`src/rtl/led_flash_brightness_driver_defines.svh`:
```
// assertion macros for the led flash brightness driver
// expects clk_i and rst_ni in the scope of each use
`ifndef LED_FLASH_BRIGHTNESS_DRIVER_DEFINES_SVH
`define LED_FLASH_BRIGHTNESS_DRIVER_DEFINES_SVH

// condition implies consequence in the same cycle
`define LFBD_ASSERT_NOW(label, ante, cons) \
  label: assert property (@(posedge clk_i) disable iff (!rst_ni) (ante) |-> (cons)) \
    else $error("lfbd assertion failed");

// condition implies consequence in the next cycle
`define LFBD_ASSERT_NEXT(label, ante, cons) \
  label: assert property (@(posedge clk_i) disable iff (!rst_ni) (ante) |=> (cons)) \
    else $error("lfbd assertion failed");

`endif

```
`src/rtl/lfbd_pkg.sv`:
```
// shared types, constants and codes of the led flash brightness driver
// no dependencies
package lfbd_pkg;

  // request opcodes
  typedef enum logic {
    OP_SET  = 1'b0,
    OP_TICK = 1'b1
  } op_e;

  localparam int unsigned ColorW  = 24;
  localparam int unsigned TimeW   = 32;
  localparam int unsigned LenW    = 31;
  localparam int unsigned LevelW  = 16;

  localparam logic [7:0] LumaR = 8'd77;
  localparam logic [7:0] LumaG = 8'd150;
  localparam logic [7:0] LumaB = 8'd29;

  localparam logic [LevelW-1:0] PeakLevelRst = 16'd255;

  // one registered request
  typedef struct packed {
    op_e                       op;
    logic [ColorW-1:0]         color;
    logic                      flash_enable;
    logic signed [TimeW-1:0]   flash_on_ms;
    logic signed [TimeW-1:0]   flash_off_ms;
  } req_t;

endpackage

```
`src/rtl/lfbd_intf.sv`:
```
// request and result channel interfaces with valid/ready handshake
// depends on lfbd_pkg
interface lfbd_req_if;
  logic                                 valid;
  logic                                 ready;
  logic                                 op;
  logic [lfbd_pkg::ColorW-1:0]          color;
  logic                                 flash_enable;
  logic signed [lfbd_pkg::TimeW-1:0]    flash_on_ms;
  logic signed [lfbd_pkg::TimeW-1:0]    flash_off_ms;

  modport source (output valid, op, color, flash_enable, flash_on_ms, flash_off_ms,
                  input ready);
  modport sink   (input valid, op, color, flash_enable, flash_on_ms, flash_off_ms,
                  output ready);
endinterface

interface lfbd_res_if;
  logic                                 valid;
  logic                                 ready;
  logic [lfbd_pkg::LevelW-1:0]          brightness;
  logic                                 flash_rejected;
  logic                                 flashing;

  modport source (output valid, brightness, flash_rejected, flashing, input ready);
  modport sink   (input valid, brightness, flash_rejected, flashing, output ready);
endinterface

```
`src/rtl/lfbd_luma.sv`:
```
// rgb to brightness: weighted luma sum, clamp and the special colours 0 and 1
// depends on lfbd_pkg
module lfbd_luma (
  input  logic [lfbd_pkg::ColorW-1:0] color_i,
  input  logic [lfbd_pkg::LevelW-1:0] peak_level_i,
  output logic [lfbd_pkg::LevelW-1:0] level_o
);

  logic [15:0] prod_r;
  logic [15:0] prod_g;
  logic [15:0] prod_b;
  logic [17:0] sum;
  logic [lfbd_pkg::LevelW-1:0] luma;

  // weighted sum, bits 17:8 kept
  assign prod_r = 16'(color_i[23:16]) * 16'(lfbd_pkg::LumaR);
  assign prod_g = 16'(color_i[15:8])  * 16'(lfbd_pkg::LumaG);
  assign prod_b = 16'(color_i[7:0])   * 16'(lfbd_pkg::LumaB);
  assign sum    = 18'(prod_r) + 18'(prod_g) + 18'(prod_b);
  assign luma   = lfbd_pkg::LevelW'(sum[17:8]);

  // colour 0 is off, colour 1 is full, others clamp
  always_comb begin
    if (color_i == lfbd_pkg::ColorW'(0)) begin
      level_o = '0;
    end else if (color_i == lfbd_pkg::ColorW'(1)) begin
      level_o = peak_level_i;
    end else if (luma > peak_level_i) begin
      level_o = peak_level_i;
    end else begin
      level_o = luma;
    end
  end

endmodule

```
`src/rtl/lfbd_input_stage.sv`:
```
// input register: holds one request until the core takes it
// depends on lfbd_pkg and lfbd_req_if
module lfbd_input_stage (
  input  logic           clk_i,
  input  logic           rst_ni,
  lfbd_req_if.sink       req_i,
  input  logic           advance_i,
  output logic           stage_valid_o,
  output lfbd_pkg::req_t stage_req_o
);

  logic           valid_q;
  lfbd_pkg::req_t req_q;

  // free slot or slot draining this cycle
  assign req_i.ready = !valid_q || advance_i;

  // occupancy flag
  always_ff @(posedge clk_i or negedge rst_ni) begin
    if (!rst_ni) begin
      valid_q <= 1'b0;
    end else if (req_i.ready) begin
      valid_q <= req_i.valid;
    end
  end

  // payload capture
  always_ff @(posedge clk_i) begin
    if (req_i.ready && req_i.valid) begin
      req_q.op           <= lfbd_pkg::op_e'(req_i.op);
      req_q.color        <= req_i.color;
      req_q.flash_enable <= req_i.flash_enable;
      req_q.flash_on_ms  <= req_i.flash_on_ms;
      req_q.flash_off_ms <= req_i.flash_off_ms;
    end
  end

  assign stage_valid_o = valid_q;
  assign stage_req_o   = req_q;

endmodule

```
`src/rtl/lfbd_core.sv`:
```
// flash state, phase countdown and result register
// depends on lfbd_pkg, lfbd_luma and lfbd_res_if
module lfbd_core (
  input  logic                        clk_i,
  input  logic                        rst_ni,
  input  logic                        stage_valid_i,
  input  lfbd_pkg::req_t              stage_req_i,
  input  logic [lfbd_pkg::LevelW-1:0] peak_level_i,
  output logic                        advance_o,
  lfbd_res_if.source                  res_o
);

  localparam int unsigned LenW   = lfbd_pkg::LenW;
  localparam int unsigned LevelW = lfbd_pkg::LevelW;

  logic                         flash_active_q, flash_active_d;
  logic                         lit_phase_q, lit_phase_d;
  logic [lfbd_pkg::ColorW-1:0]  held_color_q, held_color_d;
  logic [LenW-1:0]              on_length_q, on_length_d;
  logic [LenW-1:0]              off_length_q, off_length_d;
  logic [LenW-1:0]              remaining_q, remaining_d;
  logic [LevelW-1:0]            level_q, level_d;
  logic                         rejected_d;

  logic                         res_valid_q;
  logic                         res_rejected_q;

  logic                         fire;
  logic                         is_set;
  logic                         bad_times;
  logic [lfbd_pkg::ColorW-1:0]  luma_color;
  logic [LevelW-1:0]            luma_level;

  // core moves when the result slot is free or being taken
  assign advance_o = !res_valid_q || res_o.ready;
  assign fire      = stage_valid_i && advance_o;
  assign is_set    = (stage_req_i.op == lfbd_pkg::OP_SET);

  // invalid flash times: either negative or both zero
  assign bad_times = stage_req_i.flash_on_ms[31] || stage_req_i.flash_off_ms[31] ||
                     ((stage_req_i.flash_on_ms == '0) && (stage_req_i.flash_off_ms == '0));

  // brightness of the new colour on a set request, of the held colour on a tick
  assign luma_color = is_set ? stage_req_i.color : held_color_q;

  lfbd_luma u_luma (
    .color_i      (luma_color),
    .peak_level_i (peak_level_i),
    .level_o      (luma_level)
  );

  // next state for one request
  always_comb begin
    flash_active_d = flash_active_q;
    lit_phase_d    = lit_phase_q;
    held_color_d   = held_color_q;
    on_length_d    = on_length_q;
    off_length_d   = off_length_q;
    remaining_d    = remaining_q;
    level_d        = level_q;
    rejected_d     = 1'b0;
    if (is_set) begin
      held_color_d   = stage_req_i.color;
      on_length_d    = stage_req_i.flash_on_ms[LenW-1:0];
      off_length_d   = stage_req_i.flash_off_ms[LenW-1:0];
      flash_active_d = 1'b0;
      lit_phase_d    = 1'b0;
      remaining_d    = '0;
      if (stage_req_i.flash_enable && bad_times) begin
        rejected_d = 1'b1;
      end else begin
        level_d = luma_level;
        if (stage_req_i.flash_enable) begin
          flash_active_d = 1'b1;
          lit_phase_d    = 1'b1;
          remaining_d    = stage_req_i.flash_on_ms[LenW-1:0];
        end
      end
    end else if (flash_active_q) begin
      if (remaining_q <= LenW'(1)) begin
        lit_phase_d = !lit_phase_q;
        if (!lit_phase_q) begin
          remaining_d = on_length_q;
          level_d     = luma_level;
        end else begin
          remaining_d = off_length_q;
          level_d     = '0;
        end
      end else begin
        remaining_d = remaining_q - LenW'(1);
      end
    end
  end

  // state and result registers
  always_ff @(posedge clk_i or negedge rst_ni) begin
    if (!rst_ni) begin
      flash_active_q <= 1'b0;
      lit_phase_q    <= 1'b0;
      held_color_q   <= '0;
      on_length_q    <= '0;
      off_length_q   <= '0;
      remaining_q    <= '0;
      level_q        <= '0;
      res_valid_q    <= 1'b0;
      res_rejected_q <= 1'b0;
    end else begin
      if (advance_o) begin
        res_valid_q <= stage_valid_i;
      end
      if (fire) begin
        flash_active_q <= flash_active_d;
        lit_phase_q    <= lit_phase_d;
        held_color_q   <= held_color_d;
        on_length_q    <= on_length_d;
        off_length_q   <= off_length_d;
        remaining_q    <= remaining_d;
        level_q        <= level_d;
        res_rejected_q <= rejected_d;
      end
    end
  end

  assign res_o.valid          = res_valid_q;
  assign res_o.brightness     = level_q;
  assign res_o.flash_rejected = res_rejected_q;
  assign res_o.flashing       = flash_active_q;

endmodule

```
`src/rtl/led_flash_brightness_driver.sv`:
```
// channel   dir  modport  payload
// req_i     in   sink     op, color, flash_enable, flash_on_ms, flash_off_ms
// res_o     out  source   brightness, flash_rejected, flashing
// cfg       in   -        cfg_we_i, cfg_wdata_i (peak level)
//
// one request per cycle sustained while res_o.ready stays high; an accepted request passes the input register,
// then the single-pass state update into the result register, where res_o.valid shows it
// with res_o.ready low the block buffers two requests, then req_i.ready falls
// reset clears all flash state, the driven level and the result valid
// peak level resets to 255
//
// top level of the led flash brightness driver
// depends on lfbd_pkg, lfbd_intf, lfbd_input_stage, lfbd_core and the defines header
`include "led_flash_brightness_driver_defines.svh"

module led_flash_brightness_driver (
  input  logic                        clk_i,
  input  logic                        rst_ni,
  lfbd_req_if.sink                    req_i,
  lfbd_res_if.source                  res_o,
  input  logic                        cfg_we_i,
  input  logic [lfbd_pkg::LevelW-1:0] cfg_wdata_i
);

  logic [lfbd_pkg::LevelW-1:0] peak_level_q;
  logic                        stage_valid;
  lfbd_pkg::req_t              stage_req;
  logic                        advance;

  // configuration register
  always_ff @(posedge clk_i or negedge rst_ni) begin
    if (!rst_ni) begin
      peak_level_q <= lfbd_pkg::PeakLevelRst;
    end else if (cfg_we_i) begin
      peak_level_q <= cfg_wdata_i;
    end
  end

  // input register
  lfbd_input_stage u_input_stage (
    .clk_i         (clk_i),
    .rst_ni        (rst_ni),
    .req_i         (req_i),
    .advance_i     (advance),
    .stage_valid_o (stage_valid),
    .stage_req_o   (stage_req)
  );

  // state update and result register
  lfbd_core u_core (
    .clk_i         (clk_i),
    .rst_ni        (rst_ni),
    .stage_valid_i (stage_valid),
    .stage_req_i   (stage_req),
    .peak_level_i  (peak_level_q),
    .advance_o     (advance),
    .res_o         (res_o)
  );

  // a rejected request never leaves the block flashing
  `LFBD_ASSERT_NOW(a_reject_stops_flash, res_o.valid && res_o.flash_rejected, !res_o.flashing)
  // a held request is not dropped while the core stalls
  `LFBD_ASSERT_NEXT(a_stage_holds, stage_valid && !advance, stage_valid)
  // a request taken by the core shows up as a result
  `LFBD_ASSERT_NEXT(a_fire_gives_result, stage_valid && advance, res_o.valid)

endmodule

```
`src/flat_wrapper.sv`:
```
// flat-port wrapper written by rule: the top's interface ports become plain ports
module led_flash_brightness_driver_flat 
  (clk_i, rst_ni, cfg_we_i, cfg_wdata_i, req_i_valid, req_i_op, req_i_color, req_i_flash_enable, req_i_flash_on_ms, req_i_flash_off_ms, req_i_ready, res_o_valid, res_o_brightness, res_o_flash_rejected, res_o_flashing, res_o_ready);
  lfbd_req_if req_i_i ();
  lfbd_res_if res_o_i ();
  input  logic clk_i;
  input  logic rst_ni;
  input  logic cfg_we_i;
  input  logic [lfbd_pkg::LevelW-1:0] cfg_wdata_i;
  input wire logic [$bits(req_i_i.valid)-1:0] req_i_valid;
  input wire logic [$bits(req_i_i.op)-1:0] req_i_op;
  input wire logic [$bits(req_i_i.color)-1:0] req_i_color;
  input wire logic [$bits(req_i_i.flash_enable)-1:0] req_i_flash_enable;
  input wire logic [$bits(req_i_i.flash_on_ms)-1:0] req_i_flash_on_ms;
  input wire logic [$bits(req_i_i.flash_off_ms)-1:0] req_i_flash_off_ms;
  output wire logic [$bits(req_i_i.ready)-1:0] req_i_ready;
  output wire logic [$bits(res_o_i.valid)-1:0] res_o_valid;
  output wire logic [$bits(res_o_i.brightness)-1:0] res_o_brightness;
  output wire logic [$bits(res_o_i.flash_rejected)-1:0] res_o_flash_rejected;
  output wire logic [$bits(res_o_i.flashing)-1:0] res_o_flashing;
  input wire logic [$bits(res_o_i.ready)-1:0] res_o_ready;
  assign req_i_i.valid = req_i_valid;
  assign req_i_i.op = req_i_op;
  assign req_i_i.color = req_i_color;
  assign req_i_i.flash_enable = req_i_flash_enable;
  assign req_i_i.flash_on_ms = req_i_flash_on_ms;
  assign req_i_i.flash_off_ms = req_i_flash_off_ms;
  assign req_i_ready = req_i_i.ready;
  assign res_o_valid = res_o_i.valid;
  assign res_o_brightness = res_o_i.brightness;
  assign res_o_flash_rejected = res_o_i.flash_rejected;
  assign res_o_flashing = res_o_i.flashing;
  assign res_o_i.ready = res_o_ready;
  led_flash_brightness_driver u_core (.clk_i(clk_i), .rst_ni(rst_ni), .req_i(req_i_i), .res_o(res_o_i), .cfg_we_i(cfg_we_i), .cfg_wdata_i(cfg_wdata_i));
endmodule
```
`config.mk`:
```
export PLATFORM = sky130hd
export DESIGN_NAME = led_flash_brightness_driver_flat
export DESIGN_NICKNAME = d
export VERILOG_FILES = /design/src/rtl/lfbd_pkg.sv /design/src/rtl/lfbd_intf.sv /design/src/rtl/lfbd_luma.sv /design/src/rtl/lfbd_input_stage.sv /design/src/rtl/lfbd_core.sv /design/src/rtl/led_flash_brightness_driver.sv /design/src/flat_wrapper.sv
export VERILOG_INCLUDE_DIRS = /design/src /design/src/rtl
export SDC_FILE = /design/constraint.sdc
export NUM_CORES = 1
export LEC_CHECK = 0
export BUFFER_PORTS_ARGS = -buffer_cell sky130_fd_sc_hd__buf_2
export CORE_UTILIZATION = 49
export DETAILED_ROUTE_END_ITERATION = 12
export PLACE_DENSITY_LB_ADDON = 0.05
export SLEW_MARGIN = 10
export SYNTH_ARGS = -nofsm -noshare
export SYNTH_HDL_FRONTEND = slang
export SYNTH_SLANG_ARGS = --single-unit
```
`constraint.sdc`:
```
create_clock -name clk_i -period 20.8 [get_ports clk_i]
set_input_delay 3.12 -clock clk_i [delete_from_list [all_inputs] [get_ports clk_i]]
set_output_delay 3.12 -clock clk_i [all_outputs]
set_load 0.01 [all_outputs]
```
# Word level (Yosys, flattened, before mapping)
# Cells that the tools add are included.
totals:
  regBits: 244
  latch_bits: 0
  mem_bits_rw: 0
  rom_bits: 0
  input_bits: 111
  out_inout_bits: 20
  elab_cells: 69
  memories: 0
classes:
  n_addsub: 3
  n_mul: 3
  div: 0
  n_lt_le_gt_ge: 2
  n_eq_ne: 4
  shifts: 0
  mux: 22
  n_bitwise: 1
  reduce_logical: 18
op_table:
  columns: ["operator", "count"]
  rows:
  - ["$mux W31", 6]
  - ["$mux W16", 8]
  - ["$logic_not A32 Y1", 2]
  - ["$le A31 B1 Y1 const B", 1]
  - ["$sub A31 B1 Y31 const B", 1]
  - ["$mul A8 B7 Y15 const B", 2]
  - ["$eq A24 B1 Y1 const B", 1]
  - ["$logic_not A24 Y1", 1]
  - ["$mux W24", 1]
  - ["$add A18 B13 Y18", 1]
  - ["$add A15 B16 Y17", 1]
  - ["$gt A10 B16 Y1", 1]
  - ["$mul A8 B5 Y13 const B", 1]
  - ["$mux W1", 7]
  - ["$logic_and A1 B1 Y1", 4]
  - ["$logic_or A1 B1 Y1", 4]
  - ["$ne A2 B2 Y1 const B", 2]
  - ["$reduce_and A2 Y1", 2]
  - ["$reduce_and A4 Y1", 1]
  - ["$logic_not A1 Y1", 3]
  - ["$reduce_and A3 Y1", 1]
  - ["$ne A2 B1 Y1 const B", 1]
  - ["$not A1 Y1", 1]

# Depth between registers and ports, before layout
logic_depth:
  word_depth: 12
  depth_mapped: 46

# Hierarchy
# Synthesis repeated with hierarchy kept, for this count alone.
hier_totals:
  hier_cells: 1302
  area_unflattened_um2: 14894.3
by_module_without_submodules:
  columns: ["mod", "n_inst", "cells_each", "area_per_inst_um2", "seq_area_each_um2"]
  rows:
  - ["lfbd_core", 1, 654, 7104.3, 3428.3]
  - ["lfbd_luma", 1, 520, 4374.2, 0.0]
  - ["lfbd_input_stage", 1, 94, 2756.4, 2727.6]
  - ["led_flash_brightness_driver", 1, 34, 659.4, 410.4]

# Least setup slack after synthesis
# Ideal clock, no wire load.
synth_timing:
  path_kind: "register to register"
  startpoint: "register u_core.u_input_stage.req_q, in the netlist u_core.u_input_stage.stage_req_o[89]"
  endpoint: "register u_core.u_core.level_q[0], in the netlist u_core.u_core.res_o.brightness[0]"
  setup_ns: 0.121
  t_arrival_ns: 9.689
  required_ns: 20.679
  slack_ns: 10.990
  stages_incl_launch_ff: 41
  path_buffers: 4
  period_less_slack_ns: 9.810
  cell_sequence: "edfxtp_1 buf_2 clkbuf_1 clkbuf_1 mux2i_1 inv_1 ha_1 ha_1 ha_1 ha_1 a21o_1 a21oi_1 xnor2_1 fa_1 fa_1 fa_1 inv_1 ha_1 [5 not listed] inv_1 ha_1 o21ai_0 a211oi_1 a221oi_1 a211oi_1 o211ai_1 a211oi_1 nor2_1 ha_1 nand4_1 nor3_1 nor4_1 o21ai_0 nand2_1 clkbuf_1 o21ai_0 a22o_1"
synth_between:
  elab_chain_len: 12
  elab_cells_between_ends: 21
  classes_between: "add/sub (2); mul (3); order compare (1); eq/ne (4); mux (9); reduce/logical (2)"
synth_rtl:
  columns: ["item", "line", "text"]
  rows:
  - ["start, declared", "lfbd_input_stage.sv:13", "lfbd_pkg::req_t req_q;"]
  - ["$mux W24", null, null]
  - ["$mul A8 B7 Y15, on equally long branches", "lfbd_luma.sv:16, lfbd_luma.sv:17", null]
  - ["$add A15 B16 Y17", "lfbd_luma.sv:19", "assign sum = 18'(prod_r) + 18'(prod_g) + 18'(prod_b);"]
  - ["$add A18 B13 Y18", "lfbd_luma.sv:19", null]
  - ["$gt A10 B16 Y1", "lfbd_luma.sv:28", "end else if (luma > peak_level_i) begin"]
  - ["$mux W16", "lfbd_luma.sv:28", null]
  - ["$mux W16", "lfbd_luma.sv:26", "end else if (color_i == lfbd_pkg::ColorW'(1)) begin"]
  - ["$mux W16", "lfbd_luma.sv:24", "if (color_i == lfbd_pkg::ColorW'(0)) begin"]
  - ["$mux W16", "lfbd_core.sv:82", "if (!lit_phase_q) begin"]
  - ["$mux W16", "lfbd_core.sv:80", "if (remaining_q <= LenW'(1)) begin"]
  - ["$mux W16", "lfbd_core.sv:79", "end else if (flash_active_q) begin"]
  - ["$mux W16", "lfbd_core.sv:62", "if (is_set) begin"]
  - ["end signal, assigned", "lfbd_core.sv:118", "level_q <= level_d;"]
  - ["end, declared", "lfbd_core.sv:22", "logic [LevelW-1:0] level_q, level_d;"]
# Several ways; a longest one is shown, not always the timed one. The select of a mux whose other input is x is not followed.
# A chain may end at the register's enable or synchronous reset.

# Final worst setup path
layout_timing:
  startpoint: "register u_core.u_input_stage.req_q, in the netlist u_core.u_input_stage.stage_req_o[89]"
  endpoint: "register u_core.u_core.level_q[8], in the netlist u_core.u_core.res_o.brightness[8]"
# Same word-level chain as after synthesis.

==> impl_metrics.csv <==
group,metric,value,unit
timing,max_freq,94.0,MHz
worst_setup_path,worstPathRequired,21.27,ns
timing,period_share,51.2,%
drt,routed_wl,32300,um
placement,place_area,15500,um^2
worst_setup_path,cp-end-kind,"flop",
worst_setup_path,cpMostUsedCell,"ha_1",
logic_synthesis,syn_inst,1295,
logic_synthesis,yosysTopAreaCell,"dfrtp_1",
worst_setup_path,reg2reg_depth,40,
hold_path,hold_class,"flop to flop",
finish,diodes,0,
timing,rsz0062_at_grt,"false",
grt,grt_overflow,0,
die,rows,62,
finish,areaGrowthSynthToFinish,13.2,%
cts,clk_pin_slew,0.06,ns
cts,clock_latency,0.56,ns
die,chipHeight,174,um
timing,finalSetupTns,0,ns
cts,cts_made_buffers,28,
timing,worst_pin_slew,1.05,ns
worst_setup_path,r2r_start,"u_core.u_input_stage.stage_req_o[89]",
drt,dr_total_vias,9699,
logic_synthesis,synth_commonest_cells,"inv_1 (152), dfrtp_1 (146), nand2_1 (133), ha_1 (130), edfxtp_1 (90)",
flow_run,maxCapViolations,0,
timing,skew,0.0282,ns
finish,drive_gt1_share,19.6,%
logic_synthesis,synth_cell_type_count,68,
cts,cts_sinks,244,
worst_setup_path,rrSetupSlack,10.16,ns
finish,final_area,16400,um^2
logic_synthesis,yosysWarnings,0,
logic_synthesis,ys_top_cells_by_area,"dfrtp_1 (25%), edfxtp_1 (19%), ha_1 (11%)",
drt,initialDrtViolationCount,550,
worst_setup_path,slowest_stage,"edfxtp_1",
placement,numPortBuffers,130,
timing,holdWs,0.478,ns
die,die_w,174,um
drt,drt-wirelength-per-cell,17.7,um
cts,cts_tree,"done",
logic_synthesis,synthesis.area,14400,um^2
placement,place_hpwl,23400,um
grt,grt_pass1_vias,9885,
cts,ctsHoldBuffers,0,
logic_synthesis,seq_area_frac_synth,45.4,%
timing,slew_headroom,30.2,%
logic_synthesis,synth_nets,1581,
hold_path,min_from,"u_core.u_core.held_color_q[9]",
placement,globalplace.congestion,0.802,
worst_setup_path,regToRegEndpoint,"u_core.u_core.res_o.brightness[8]",
worst_setup_path,max_stage_delay,0.82,ns
drt,vias_per_cell,5.32,
worst_setup_path,critPathLaunchType,"flop",
timing,fin_crit,10.64,ns
logic_synthesis,synth_top_area_share,25.3,%
worst_setup_path,path_class,"flop to flop",
hold_path,min_to,"u_core.u_core.held_color_q[9]",
timing,setup_viol,0,
logic_synthesis,async_flop_share,63.1,%
die,die_area,30200,um^2
drt,post-route-drc-count,0,
grt,grt_pass1_wl,52400,um
grt,grt_start_max_net_pins,90,
die,io_pins,131,
timing,finalHoldViolations,0,
drt,ant_nets,0,
logic_synthesis,synth_ff_type,"dfrtp_1",
finish,num-fill-cells,2509,
worst_setup_path,crit_fanout,20,
logic_synthesis,synth_seq_cells,244,
drt,firstDrtPassIters,4,
timing,slew_violations,0,
finish,fin_nets,1703,
cts,ctsResizeCount,0,
cts,h-tree-depth,1,
grt,track_usage,21.8,%
worst_setup_path,crit_arrival,11.12,ns
hold_path,min_path_cells,2,
cts,clockBufferDepth,3,
logic_synthesis,synth_edf_count,90,
die,initial_utilization,50.1,%
logic_synthesis,synth_most_common_cell,"inv_1",
timing,fin_ws,10.16,ns
logic_synthesis,avgSynthCellArea,11.2,um^2
placement,place_ws,10.16,ns
status,outcome,"finished clean",
die,coreArea,28900,um^2
cts,cts_post_setup_buffers_inserted,0,
grt,antenna_found_initial,0,
cts,cts-root-buf,"clkbuf_16",
## registers in the layout, summed over array words and instances, names as in the netlist
name	count
u_core.peak_level_q	16
u_core.u_core.held_color_q	24
u_core.u_core.lit_phase_q	1
u_core.u_core.off_length_q	31
u_core.u_core.on_length_q	31
u_core.u_core.remaining_q	31
u_core.u_core.res_o.brightness	16
u_core.u_core.res_o.flash_rejected	1
u_core.u_core.res_o.flashing	1
u_core.u_core.res_o.valid	1
u_core.u_input_stage.stage_req_o	90
u_core.u_input_stage.stage_valid_o	1
## logic make-up (layout without fill, tap and decap cells)
group,count (synthesis),count (layout),synth area share (%)
muxes,126,126,9.41
AOI/OAI and AO/OA,217,217,9.70
adders and majority gates,175,175,17.5
buffers and inverters,199,343,5.29
and+or+nand+nor,283,283,9.57
xor gates and xnor gates,51,51,3.09
DFF,244,244,45.4
## how the worst max path moves through the flow
stage,to,slack (ns),cells past startpoint,from
3_3_place_gp,u_core.u_core.res_o.brightness[8],10.50,41,u_core.u_input_stage.stage_req_o[89]
6_report,u_core.u_core.res_o.brightness[8],10.16,40,u_core.u_input_stage.stage_req_o[89]
5_1_grt,u_core.u_core.res_o.brightness[8],9.37,40,u_core.u_input_stage.stage_req_o[89]
4_1_cts,u_core.u_core.res_o.brightness[8],10.12,38,u_core.u_input_stage.stage_req_o[89]
3_5_place_dp,u_core.u_core.res_o.brightness[8],10.16,40,u_core.u_input_stage.stage_req_o[89]
2_1_floorplan,u_core.u_core.res_o.brightness[0],10.99,40,u_core.u_input_stage.stage_req_o[89]
## placed cells by master, fill, tap and decap left out, types with 4 or more instances in the layout
cell type,count
ha_1,130
clkbuf_16,28
clkbuf_1,10
or3_1,4
a22oi_1,14
nand4_1,8
fa_1,45
a32oi_1,14
o211a_1,5
o21ai_0,81
nor4_1,27
edfxtp_1,90
mux2_2,78
nand2b_1,7
dfstp_2,8
nor2_1,39
o211ai_1,4
buf_4,9
xor2_1,20
a21oi_1,37
a211oi_1,15
clkbuf_8,4
dfrtp_1,145
inv_1,152
nand2_1,133
nand3_1,14
a21o_1,8
a32o_1,6
o21a_1,4
nor2b_1,11
buf_2,129
mux2i_1,48
o21bai_1,7
clkinv_2,5
xnor2_1,31
nor3_1,17
## per-stage QoR
| stage | util, % | cells |
|---|---|---|
| 2_1_floorplan | - | 1295 |
| 3_3_place_gp | 53.6 | 1771 |
| 3_5_place_dp | 53.6 | 1771 |
| 4_1_cts | 56.7 | 1823 |
| 5_1_grt | 56.7 | 1823 |
| 6_report | 56.7 | 1823 |
## cell type report
cell class	count	area [um^2]	share of cell area [%]
clock buffers	42	793	4.85
inverters	152	571	3.49
flip-flops and latches	244	6570	40.2
clock inverters	10	92.6	0.566
well taps	384	480	2.94
multi-input cells	852	7130	43.6
repair buffers	139	724	4.43
## critical path, delay by kind of cell, from the launching register on
family | cells | cell delay [ns]
flops | 1 | 0.82
mux | 1 | 0.46
buf+inv | 6 | 0.37
xor+xnor | 2 | 0.29
fa+ha+maj | 13 | 4.92
simple gates | 7 | 1.27
compound gates | 11 | 2.43
## routing by layer
metal	vias up	routed length, um	GRT usage [%]
met3	44	910	2.54
li1	4783	-	-
met5	-	0	0
met1	4752	14600	29.4
met4	0	797	5.56
met2	120	16000	37.6
Power is not shown: default switching activity piles up to over one toggle a cycle in this logic, so the estimate is an artifact.
